### config.mk
export PLATFORM = sky130hd
export DESIGN_NAME = salc_way_unit
export DESIGN_NICKNAME = d
export VERILOG_FILES = /design/src/rtl/core/salc_pkg.sv /design/src/rtl/core/salc_way_unit.sv
export SDC_FILE = /design/constraint.sdc
export NUM_CORES = 1
export LEC_CHECK = 0
export BUFFER_PORTS_ARGS = -buffer_cell sky130_fd_sc_hd__clkbuf_2
export CAP_MARGIN = 20
export CORE_UTILIZATION = 32
export CTS_CLUSTER_SIZE = 20
export DETAILED_ROUTE_END_ITERATION = 6
export SLEW_MARGIN = 20
export SYNTH_ARGS = -nofsm -noshare
export SYNTH_HDL_FRONTEND = slang
export SYNTH_SLANG_ARGS = --single-unit
### constraint.sdc
create_clock -name clk_i -period 4 [get_ports clk_i]
set_input_delay 0.2 -clock clk_i [delete_from_list [all_inputs] [get_ports clk_i]]
set_output_delay 0.2 -clock clk_i [all_outputs]
set_load 0.01 [all_outputs]
### src/rtl/core/salc_pkg.sv
`timescale 1ns / 1ps
`default_nettype none

package salc_pkg;

  // geometry
  localparam int unsigned SETS       = 64;
  localparam int unsigned WAYS       = 8;
  localparam int unsigned LINE_SHIFT = 6;

  localparam int unsigned ADDR_W  = 64;
  localparam int unsigned LINE_W  = ADDR_W - LINE_SHIFT;
  localparam int unsigned SET_W   = $clog2(SETS);
  localparam int unsigned TAG_W   = LINE_W - SET_W;
  localparam int unsigned WAY_W   = $clog2(WAYS);
  localparam int unsigned STAMP_W = 32;
  localparam int unsigned CNT_W   = 32;

  typedef enum logic [1:0] {
    CMD_LOOKUP = 2'd0,
    CMD_FILL   = 2'd1,
    CMD_WRITE  = 2'd2,
    CMD_NONE   = 2'd3
  } cmd_e;

  typedef struct packed {
    cmd_e              command;
    logic [ADDR_W-1:0] address;
  } in_t;

  typedef struct packed {
    logic              hit;
    logic              writeback_valid;
    logic [LINE_W-1:0] writeback_line;
    logic [CNT_W-1:0]  hit_count;
    logic [CNT_W-1:0]  miss_count;
  } out_t;

  // one way of the directory
  typedef struct packed {
    logic [TAG_W-1:0]   tag;
    logic               valid;
    logic               dirty;
    logic [STAMP_W-1:0] stamp;
  } way_t;

  typedef way_t [WAYS-1:0] row_t;

  // running result of the way scan
  typedef struct packed {
    logic               hit;
    logic [WAY_W-1:0]   hit_way;
    logic               inv;
    logic [WAY_W-1:0]   inv_way;
    logic [WAY_W-1:0]   lru_way;
    logic [STAMP_W-1:0] lru_stamp;
  } scan_t;

endpackage

`default_nettype wire

### src/rtl/core/salc_way_unit.sv
`timescale 1ns / 1ps
`default_nettype none

module salc_way_unit (
  input  wire logic                      clk_i,
  input  wire logic                      rst_ni,
  input  wire logic                      step_i,
  input  wire logic                      first_i,
  input  wire logic [salc_pkg::WAY_W-1:0] way_idx_i,
  input  wire salc_pkg::way_t            entry_i,
  input  wire logic [salc_pkg::TAG_W-1:0] tag_i,
  output salc_pkg::scan_t                acc_o
);

  salc_pkg::scan_t acc_q, acc_d;
  logic            match;

  always_comb begin
    match = entry_i.valid && (entry_i.tag == tag_i);
    acc_d = acc_q;
    if (first_i) begin
      acc_d.hit       = match;
      acc_d.hit_way   = way_idx_i;
      acc_d.inv       = !entry_i.valid;
      acc_d.inv_way   = way_idx_i;
      acc_d.lru_way   = way_idx_i;
      acc_d.lru_stamp = entry_i.stamp;
    end else begin
      if (!acc_q.hit && match) begin
        acc_d.hit     = 1'b1;
        acc_d.hit_way = way_idx_i;
      end
      if (!acc_q.inv && !entry_i.valid) begin
        acc_d.inv     = 1'b1;
        acc_d.inv_way = way_idx_i;
      end
      // strictly older only, so ties keep the lower way
      if (entry_i.stamp < acc_q.lru_stamp) begin
        acc_d.lru_way   = way_idx_i;
        acc_d.lru_stamp = entry_i.stamp;
      end
    end
  end

  always_ff @(posedge clk_i or negedge rst_ni) begin
    if (!rst_ni) begin
      acc_q <= '0;
    end else if (step_i) begin
      acc_q <= acc_d;
    end
  end

  assign acc_o = acc_q;

endmodule

`default_nettype wire

# --- Word level (Yosys, flattened, before mapping) ---
# Cells that the tools add are included.
op_classes:
  magnitude_cmp: 1
  eq_ne: 1
  mux: 4
  reduce_logical: 12
op_table:
  columns: ["op", "n"]
  rows:
  - ["equality test 52 bit", 1]
  - ["2-to-1 mux 43 bit", 1]
  - ["2-to-1 mux 35 bit", 1]
  - ["< comparator 32 bit", 1]
  - ["2-to-1 mux 4 bit", 2]
  - ["AND reduction 2 bit", 3]
  - ["nonzero test 2 bit", 3]
  - ["logical AND 1 bit", 3]
  - ["logical NOT 1 bit", 3]
word_totals:
  ff_bits: 43
  output_inout_bits: 43
  wordCells: 24

# --- Logic depth before layout (Yosys ltp) ---
# Gate-level depths: netlist (run 1).
logic_depth:
  ltp_word: 5
  mapped_depth: 9
  ltp_nobuf: 8

# --- Least setup slack after synthesis (run 1) ---
# Ideal clock, no wire load.
synth_timing:
  path_kind: "register to register"
  from: "register acc_q, in the netlist acc_o[30]"
  to: "register acc_q, in the netlist acc_o[0]"
  setup_time_ns: 0.125
  arrival_ns: 2.350
  required_ns: 3.875
  path_slack_ns: 1.525
  stages_incl_launch_ff: 10
  synth_period_minus_slack_ns: 2.475
  cell_sequence: "dfrtp_1 > inv_1 > ha_1 > nand4_1 > nor3_1 > a2111oi_0 > o21ai_0 > a32oi_2 > buf_2 > mux2_2"
synth_via:
  elab_chain_cells: 3
synth_lines:
  columns: ["item", "line", "rtl"]
  rows:
  - ["from (decl)", "salc_way_unit.sv:15", "salc_pkg::scan_t acc_q, acc_d;"]
  - ["from (signal assigned)", "salc_way_unit.sv:47", "acc_q <= '0;"]
  - ["from (signal assigned)", "salc_way_unit.sv:49", "acc_q <= acc_d;"]
  - ["< comparator 32 bit", "salc_way_unit.sv:38", "if (entry_i.stamp < acc_q.lru_stamp) begin"]
  - ["nonzero test 2 bit (no source line)", null, null]
  - ["AND reduction 2 bit (no source line)", null, null]
# Every way passes these cells.
# A chain may end at the register's enable or synchronous reset.

# --- Worst setup path in the final report (run 1) ---
layout_timing:
  from: "register acc_q, in the netlist acc_o[2]"
  to: "register acc_q, in the netlist acc_o[28]"
# Same word-level chain as after synthesis.

==> qor.csv, run 1 <==
stage;metric;value;unit
logic_synthesis;Gate Count Post-Synth;290;
timing;Max Transition Viols Final;0;
status;failing checks;hold timing;
power_and_ir_drop;leakage power figure;0.00223;uW
logic_synthesis;unique cell type count in the Yosys netlist;33;
job;maximum capacitance violations;0;
timing;total of endpoints with negative setup slack in the final report;0;
clock_tree;PostCTS Resize Cnt;0;
logic_synthesis;net count after synthesis;466;
power_and_ir_drop;Sw Share;35.4;%
logic_synthesis;number of flops mapped to enable cells by yosys;0;
logic_synthesis;dominant register cell in the synthesized netlist;sky130_fd_sc_hd__dfrtp_1;
critical_path;CP peak stage delay;0.38;ns
cells_and_area;Layout Area Growth over Synthesis;39.1;%
clock_tree;Reg clk slew, reported paths;0.09;ns
timing;final period utilization;66.5;%
power_and_ir_drop;peak ir drop on the vdd network;0.234;mV
timing;relative slew slack;61.6;%
timing;slew at the pin closest to its max-slew limit;0.576;ns
hold_path;worst hold path class;input port to asynchronous set/reset pin;
drt;Post-DRT Antenna Nets;0;
grt;initial antenna violation count;0;
floorplanning;FP Rows;34;
drt;met2 WL;3990;um
critical_path;largest fanout of any net on the critical path;20;
floorplanning;initial cell density of the core;33.7;%
critical_path;worst-path cell chain;inv_1 -> ha_1 -> a211oi_1 -> o21ai_0 -> a211oi_1 -> o21ai_0 -> a32oi_4 -> buf_4 -> mux2_2;
timing;count of final hold-check violations;9;
critical_path;destination of the worst register-to-register timing path;acc_o[28]$_DFFE_PN0P_;
drt;Routed met1 length;3770;um
critical_path;Slowest cell on crit path;sky130_fd_sc_hd__mux2_2;
drt;uppermost layer routed;met4;
clock_tree;number of buffers inserted during clock tree synthesis;5;
cells_and_area;count of antenna diodes in the layout;0;
logic_synthesis;Netlist Area Pre-Place;2990;um2
drt;routed length per instance;13.7;um
grt;first-pass GRT wire length;13400;um
power_and_ir_drop;fraction of power consumed by combinational cells;43.1;%
power_and_ir_drop;sequential power share;39.2;%
logic_synthesis;register area share after synthesis;35.9;%
critical_path;buffering stage count on the worst path with inverters included;2;
drt;Via Count;2751;
drt;Vias/cell;4.65;
floorplanning;floorplan die area;9750;um2
clock_tree;H-tree depth reported by CTS;2;
status;result of the run;finished with violations;
power_and_ir_drop;Pwr per Cell Area;371;nW/um2
logic_synthesis;share of flip-flops with an asynchronous set or reset after synthesis;100;%
floorplanning;Placeable Area;8890;um2
cells_and_area;Layout Utilization;46.8;%
power_and_ir_drop;clock network power share;17.7;%
grt;vias in the first global route;2904;
grt;total routing usage reported by global routing;17.2;%
grt;pin count of the biggest net entering global routing;44;
logic_synthesis;most frequently used cell type in the post-synthesis netlist;sky130_fd_sc_hd__dfrtp_1;
cells_and_area;multi-input combinational cell area;1760;um2
critical_path;worst endpoint data arrival time;2.84;ns
cells_and_area;net count of the finished layout;659;
logic_synthesis;number of synthesized register bits;43;
place;count of port buffers added during placement;186;
logic_synthesis;top cells by instance count after synthesis;sky130_fd_sc_hd__dfrtp_1 (43), sky130_fd_sc_hd__inv_1 (41), sky130_fd_sc_hd__mux2_2 (41);
critical_path;type of the setup path with the least slack;register to register;
cells_and_area;layout filler cell count;897;
clock_tree;maximum buffer depth of the clock tree;2;
critical_path;kind of cell adding the most delay to the critical path;compound AO/OA/AOI/OAI gates;
timing;clock period minus final worst setup slack;2.66;ns
cells_and_area;sequential standard cell area;1080;um2
critical_path;Worst setup EP type;register;
timing;total negative setup slack;0;ns
critical_path;logic depth of the worst register-to-register path;9;
cells_and_area;fraction of layout cells with a size suffix above 1;49.4;%
timing;highest clock rate;376;MHz
critical_path;element type at the critical path start;register;
logic_synthesis;warnings from Yosys;0;
clock_tree;sink count of the clock tree;43;
critical_path;required arrival time at the worst endpoint;4.18;ns
timing;RSZ-0062 raised after global routing;no;
clock_tree;clock tree from TritonCTS;built;
drt;Routed Wire Length;8090;um
critical_path;Reg2Reg Setup Slack;1.34;ns
grt;global route overflow;0;
floorplanning;Die Wd;98.7;um
clock_tree;Skew-Pair Late Insertion Delay;0.29;ns
critical_path;r2r startpoint;acc_o[2]$_DFFE_PN0P_;
floorplanning;I/O pins;188;
drt;detailed-router iteration count before antenna repair;4;
cells_and_area;post-layout instance area;4160;um2
logic_synthesis;leading post-synthesis cells by cell area;sky130_fd_sc_hd__dfrtp_1 (36%), sky130_fd_sc_hd__mux2_2 (15%), sky130_fd_sc_hd__ha_1 (13%), sky130_fd_sc_hd__xor2_1 (8.5%), sky130_fd_sc_hd__inv_1 (5.1%);
timing;maximum clock skew at final layout;0.00704;ns
drt;remaining design rule violation count;0;
logic_synthesis;area fraction of the dominant cell type after synthesis;35.9;%
logic_synthesis;Avg Cell Area, Syn;10.3;um2
clock_tree;# hold bufs at CTS;0;
drt;starting DRC count in detailed routing;44;
cells_and_area;Largest register FFs;43;
place;detailed placer's ending HPWL;6940;um
place;post-place instance area;4080;um2
clock_tree;clk root buf;sky130_fd_sc_hd__clkbuf_8;
logic_synthesis;cell type with the largest total area after synthesis;sky130_fd_sc_hd__dfrtp_1;
power_and_ir_drop;switching power;547;uW
power_and_ir_drop;internal power contribution;998;uW
drt;met3 wire length;283;um
clock_tree;Post-CTS Setup Bufs;0;
place;final weighted congestion in routability-driven placement;0.851;
timing;smallest hold slack;-0.00583;ns
floorplanning;y dimension of the die;98.7;um
through the flow:
stage	total power [uW]	worst slack (ns)	instances	hold slack (ns)
after floorplan	1000	1.53	290	-0.0956
after global placement	1270	1.31	584	0.329
after detailed placement	1290	1.26	584	0.328
after CTS	1580	1.24	592	0.00544
after global routing	1690	1.07	592	0.0235
final	1540	1.34	592	-0.00583
per-layer routing:
layer,vias up,global-route usage (%)
met1,1277,22.9
li1,1400,-
met2,70,29.9
met4,0,2.18
met3,4,3.05
met5,-,0
cells in the final DEF (no fill, tap or decap), types with 2 or more instances in the layout:
cell                       instances
sky130_fd_sc_hd__nand4_1          10
sky130_fd_sc_hd__o22ai_1           2
sky130_fd_sc_hd__dfrtp_1          43
sky130_fd_sc_hd__nand2_1          13
sky130_fd_sc_hd__clkbuf_8          5
sky130_fd_sc_hd__mux2_2           41
sky130_fd_sc_hd__o21ai_0          10
sky130_fd_sc_hd__or4_1             2
sky130_fd_sc_hd__nor2b_1           4
sky130_fd_sc_hd__nand3_1           3
sky130_fd_sc_hd__nor3_1            2
sky130_fd_sc_hd__clkbuf_2        186
sky130_fd_sc_hd__xnor2_1          15
sky130_fd_sc_hd__a221oi_1          2
sky130_fd_sc_hd__ha_1             31
sky130_fd_sc_hd__nor2_1            6
sky130_fd_sc_hd__buf_4             3
sky130_fd_sc_hd__a211oi_1          3
sky130_fd_sc_hd__xor2_1           29
sky130_fd_sc_hd__a21oi_1           9
sky130_fd_sc_hd__inv_1            41
sky130_fd_sc_hd__nor4_1            8
cell families (layout without fill, tap and decap cells):
kind of cell    after synthesis  count (layout)  share of synthesized area [%]
fa+ha+maj                    31              31                           13.0
buf+inv                      44             238                           5.64
xor+xnor                     44              44                           12.9
compound gates               35              35                           7.73
flops                        43              43                           35.9
simple gates                 52              52                           9.44
mux                          41              41                           15.4
worst register-to-register path: cells and delay by family (launching register included):
kind / cells / cell delay (ns)
compound gates: 5 / 1.16
fa+ha+maj: 1 / 0.28
flops: 1 / 0.37
buf+inv: 2 / 0.37
mux: 1 / 0.38
power by group through the flow:
stage                     clock network [uW]  registers, uW  logic, uW
final                                    273            606        666
after global routing                     308            627        755
after floorplan                            0            655        346
after global placement                     0            610        663
after detailed placement                   0            617        676
after CTS                                291            608        680
worst max-delay path by stage:
stage	startpoint	end	cells past startpoint
after floorplan	acc_o[30]$_DFFE_PN0P_	acc_o[0]$_DFFE_PN0P_	9
after CTS	acc_o[2]$_DFFE_PN0P_	acc_o[28]$_DFFE_PN0P_	9
after global routing	acc_o[2]$_DFFE_PN0P_	acc_o[28]$_DFFE_PN0P_	9
after detailed placement	acc_o[2]$_DFFE_PN0P_	acc_o[28]$_DFFE_PN0P_	9
final	acc_o[2]$_DFFE_PN0P_	acc_o[28]$_DFFE_PN0P_	9
after global placement	acc_o[2]$_DFFE_PN0P_	acc_o[2]$_DFFE_PN0P_	9
cell type report:
class / instances / share of cell area (%)
Clock buffer: 6 / 1.74
Clock inverter: 2 / 0.300
Inverter: 41 / 3.70
Multi-Input combinational cell: 203 / 42.3
Sequential cell: 43 / 25.8
Tap cell: 108 / 3.25
Timing Repair Buffer: 189 / 22.9
No activity file was read; power rests on OpenSTA's default activity.
==> inputs of run 2 (changes only) <==
clock period = 2.6 ns   (was 4 ns; I/O delays follow)
==> run 2 against run 1 <==
  * The run now ends clean
  * Sequential cell count did not move
  * Fmax rose by 5.5%
  * Die area did not move
  * Sequential power rose by 54%
  * Clock-buffer cell count did not move
  * Core utilization rose by 2.8 points
  * Critical path depth rose by 1
  * Final area rose by 5.9%
  * Routed wire length rose by 4.6%
  * Non-clock buffer count rose by 14
  * Largest power group unchanged
  * Highest routed layer unchanged
==> qor.csv, run 2 (synthesis gave the netlist of run 1 again) <==
stage;metric;value;unit;change
critical_path;logic depth of the worst register-to-register path;10;;+1
hold_path;launch point of the worst hold path;entry_i[33];;
cells_and_area;fraction of layout cells with a size suffix above 1;52.8;%;+3.4 points
critical_path;kind of cell adding the most delay to the critical path;compound AO/OA/AOI/OAI gates;;
critical_path;largest fanout of any net on the critical path;5;;-75%
grt;global route overflow;0;;unchanged
clock_tree;sink count of the clock tree;43;;unchanged
floorplanning;Placeable Area;8890;um2;unchanged
drt;Routed Wire Length;8460;um;+4.6%
cells_and_area;post-route non-filler standard cell count;606;;+2.4%
drt;Vias/cell;4.67;;+0.50%
critical_path;worst setup path start;acc_o[17]$_DFFE_PN0P_;;
clock_tree;clk root buf;sky130_fd_sc_hd__clkbuf_8;;
critical_path;buffering stage count on the worst path with inverters included;3;;+1
drt;remaining design rule violation count;0;;unchanged
floorplanning;initial cell density of the core;33.7;%;unchanged
critical_path;destination of the worst register-to-register timing path;acc_o[13]$_DFFE_PN0P_;;
floorplanning;I/O pins;188;;unchanged
cells_and_area;most frequent cells in the layout;sky130_fd_sc_hd__clkbuf_2 (186), sky130_fd_sc_hd__dfrtp_1 (43), sky130_fd_sc_hd__inv_1 (41), sky130_fd_sc_hd__mux2_2 (41);;
clock_tree;clock tree from TritonCTS;built;;
cells_and_area;Largest register FFs;43;;unchanged
timing;relative slew slack;60.8;%;-0.80 points
critical_path;r2r startpoint;acc_o[17]$_DFFE_PN0P_;;
timing;total of endpoints with negative setup slack in the final report;0;;unchanged
place;Cell Count Post-Placement;587;;+0.51%
floorplanning;y dimension of the die;98.7;um;unchanged
clock_tree;number of buffers inserted during clock tree synthesis;5;;unchanged
grt;initial antenna violation count;0;;unchanged
critical_path;element type at the critical path start;register;;
critical_path;worst-path cell chain;inv_1 -> ha_1 -> a21oi_2 -> o21ai_2 -> a2111oi_2 -> o21ai_1 -> a32oi_4 -> buf_4 -> buf_6 -> mux2_2;;
grt;first-pass GRT wire length;13400;um;+0.15%
timing;count of final hold-check violations;0;;-9
hold_path;terminating pin of the worst hold path;acc_o[38]$_DFFE_PN0P_;;
cells_and_area;layout filler cell count;864;;-3.7%
critical_path;required arrival time at the worst endpoint;2.78;ns;-1.40 ns
timing;final period utilization;97.0;%;+30 points
timing;highest clock rate;396;MHz;+5.5%
timing;slew at the pin closest to its max-slew limit;0.588;ns;+0.0120 ns
cells_and_area;post-layout instance area;4410;um2;+5.9%
drt;starting DRC count in detailed routing;27;;-39%
clock_tree;H-tree depth reported by CTS;2;;unchanged
drt;routed length per instance;14.0;um;+2.1%
critical_path;Worst setup EP type;register;;
floorplanning;Die Wd;98.7;um;unchanged
cells_and_area;most common library cell in the layout ignoring fill and taps;sky130_fd_sc_hd__clkbuf_2;;
place;detailed placer's ending HPWL;7010;um;+1.1%
grt;pin count of the biggest net entering global routing;44;;unchanged
cells_and_area;count of antenna diodes in the layout;0;;unchanged
floorplanning;FP Rows;34;;unchanged
drt;Via Count;2830;;+2.9%
status;result of the run;finished clean;;
floorplanning;floorplan die area;9750;um2;unchanged
timing;smallest hold slack;0.0671;ns;+0.0729 ns
hold_path;hold path depth;2;;
clock_tree;maximum buffer depth of the clock tree;2;;unchanged
power_and_ir_drop;peak ir drop on the vdd network;0.337;mV;+44%
critical_path;CP peak stage delay;0.39;ns;about the same
place;post-place instance area;4100;um2;+0.55%
clock_tree;Reg clk slew, reported paths;0.09;ns;about the same
timing;maximum clock skew at final layout;0.00756;ns;+0.000522 ns
drt;detailed-router iteration count before antenna repair;4;;unchanged
grt;vias in the first global route;2944;;+1.4%
critical_path;Reg2Reg Setup Slack;0.08;ns;-1.26 ns
critical_path;Slowest cell on crit path;sky130_fd_sc_hd__a2111oi_2;;
critical_path;type of the setup path with the least slack;register to register;;
timing;Max Transition Viols Final;0;;unchanged
job;maximum capacitance violations;0;;unchanged
place;count of port buffers added during placement;186;;unchanged
timing;clock period minus final worst setup slack;2.52;ns;-0.139 ns
power_and_ir_drop;Pwr per Cell Area;618;nW/um2;+67%
place;final weighted congestion in routability-driven placement;0.855;;+0.54%
drt;Post-DRT Antenna Nets;0;;unchanged
grt;total routing usage reported by global routing;17.4;%;+0.20 points
hold_path;worst hold path class;input port to register;;
power_and_ir_drop;leakage power figure;0.00234;uW;+4.8%
power_and_ir_drop;total power draw;2730;uW;+77%
timing;total negative setup slack;0;ns;unchanged
cells_and_area;net count of the finished layout;673;;+2.1%
clock_tree;Skew-Pair Late Insertion Delay;0.30;ns;about the same
cells_and_area;Layout Area Growth over Synthesis;47.3;%;
critical_path;worst endpoint data arrival time;2.71;ns;-0.13 ns
==> run 2: cell count changes in the layout (fill, tap and decap cells not counted), sizes merged <==
| cell | delta |
|---|---|
| clkinvlp | -1 |
| dlygate4sd3 | +1 |
| buf | +13 |
| bufinv | +2 |
| clkinv | -1 |
==> run 2: what timing repair did <==
item / in CTS / in global routing
setup endpoints to repair: 35 / 35
hold endpoints to repair: 43 / 0
hold buffers: 1 / 0
cloned: 0 / 2
gates resized for setup: 7 / 18
pin swaps: 2 / 6
setup buffers: 0 / 8
==> run 2: metal layers <==
metal | vias up | track usage (%) | share of wire, %
li1 | 1425 | - | -
met1 | 1312 | 22.5 | 45
met2 | 77 | 28.9 | 48
met3 | 16 | 4.04 | 4.6
met4 | 0 | 5.51 | 1.8
met5 | - | 0 | 0
==> run 2: how the worst max path moves through the flow <==
| stage | to | cells after the start |
|---|---|---|
| after floorplan | acc_o[0]$_DFFE_PN0P_ | 9 |
| after global placement | acc_o[14]$_DFFE_PN0P_ | 9 |
| after detailed placement | acc_o[13]$_DFFE_PN0P_ | 9 |
| after CTS | acc_o[13]$_DFFE_PN0P_ | 9 |
| after global routing | acc_o[28]$_DFFE_PN0P_ | 10 |
| final | acc_o[13]$_DFFE_PN0P_ | 10 |
==> run 2: stage by stage <==
step	setup WS, ns	util [%]
2_1_floorplan	0.125	-
3_3_place_gp	-0.0247	46.1
3_5_place_dp	-0.0950	46.1
4_1_cts	0.0170	47.9
5_1_grt	-0.0178	49.6
6_report	0.0776	49.6
==> run 2: layout make-up <==
class                   instances  area (um2)  share of cell area (%)
multi-input cells             203        1830                    41.4
clock buffers                   6        72.6                    1.65
well taps                     108         135                    3.06
flip-flops and latches         43        1080                    24.4
inverters                      41         154                    3.49
clock inverters                 2        60.1                    1.36
repair buffers                203        1080                    24.6
==> run 2: worst reg2reg max path: cells and delay by family (launching register included) <==
family                   cells  cell delay, ns
flip-flops                   1            0.35
AO/OA/AOI/OAI                5            1.10
adder cells (fa/ha/maj)      1            0.29
multiplexers                 1            0.33
buffers and inverters        3            0.34
==> run 2: report_power, final <==
group          leakage (uW)  internal, uW  switching, uW
Combinational       0.00177           614            556
Clock             0.0000654           384            241
Sequential         0.000504           824            109
Total               0.00234          1820            905
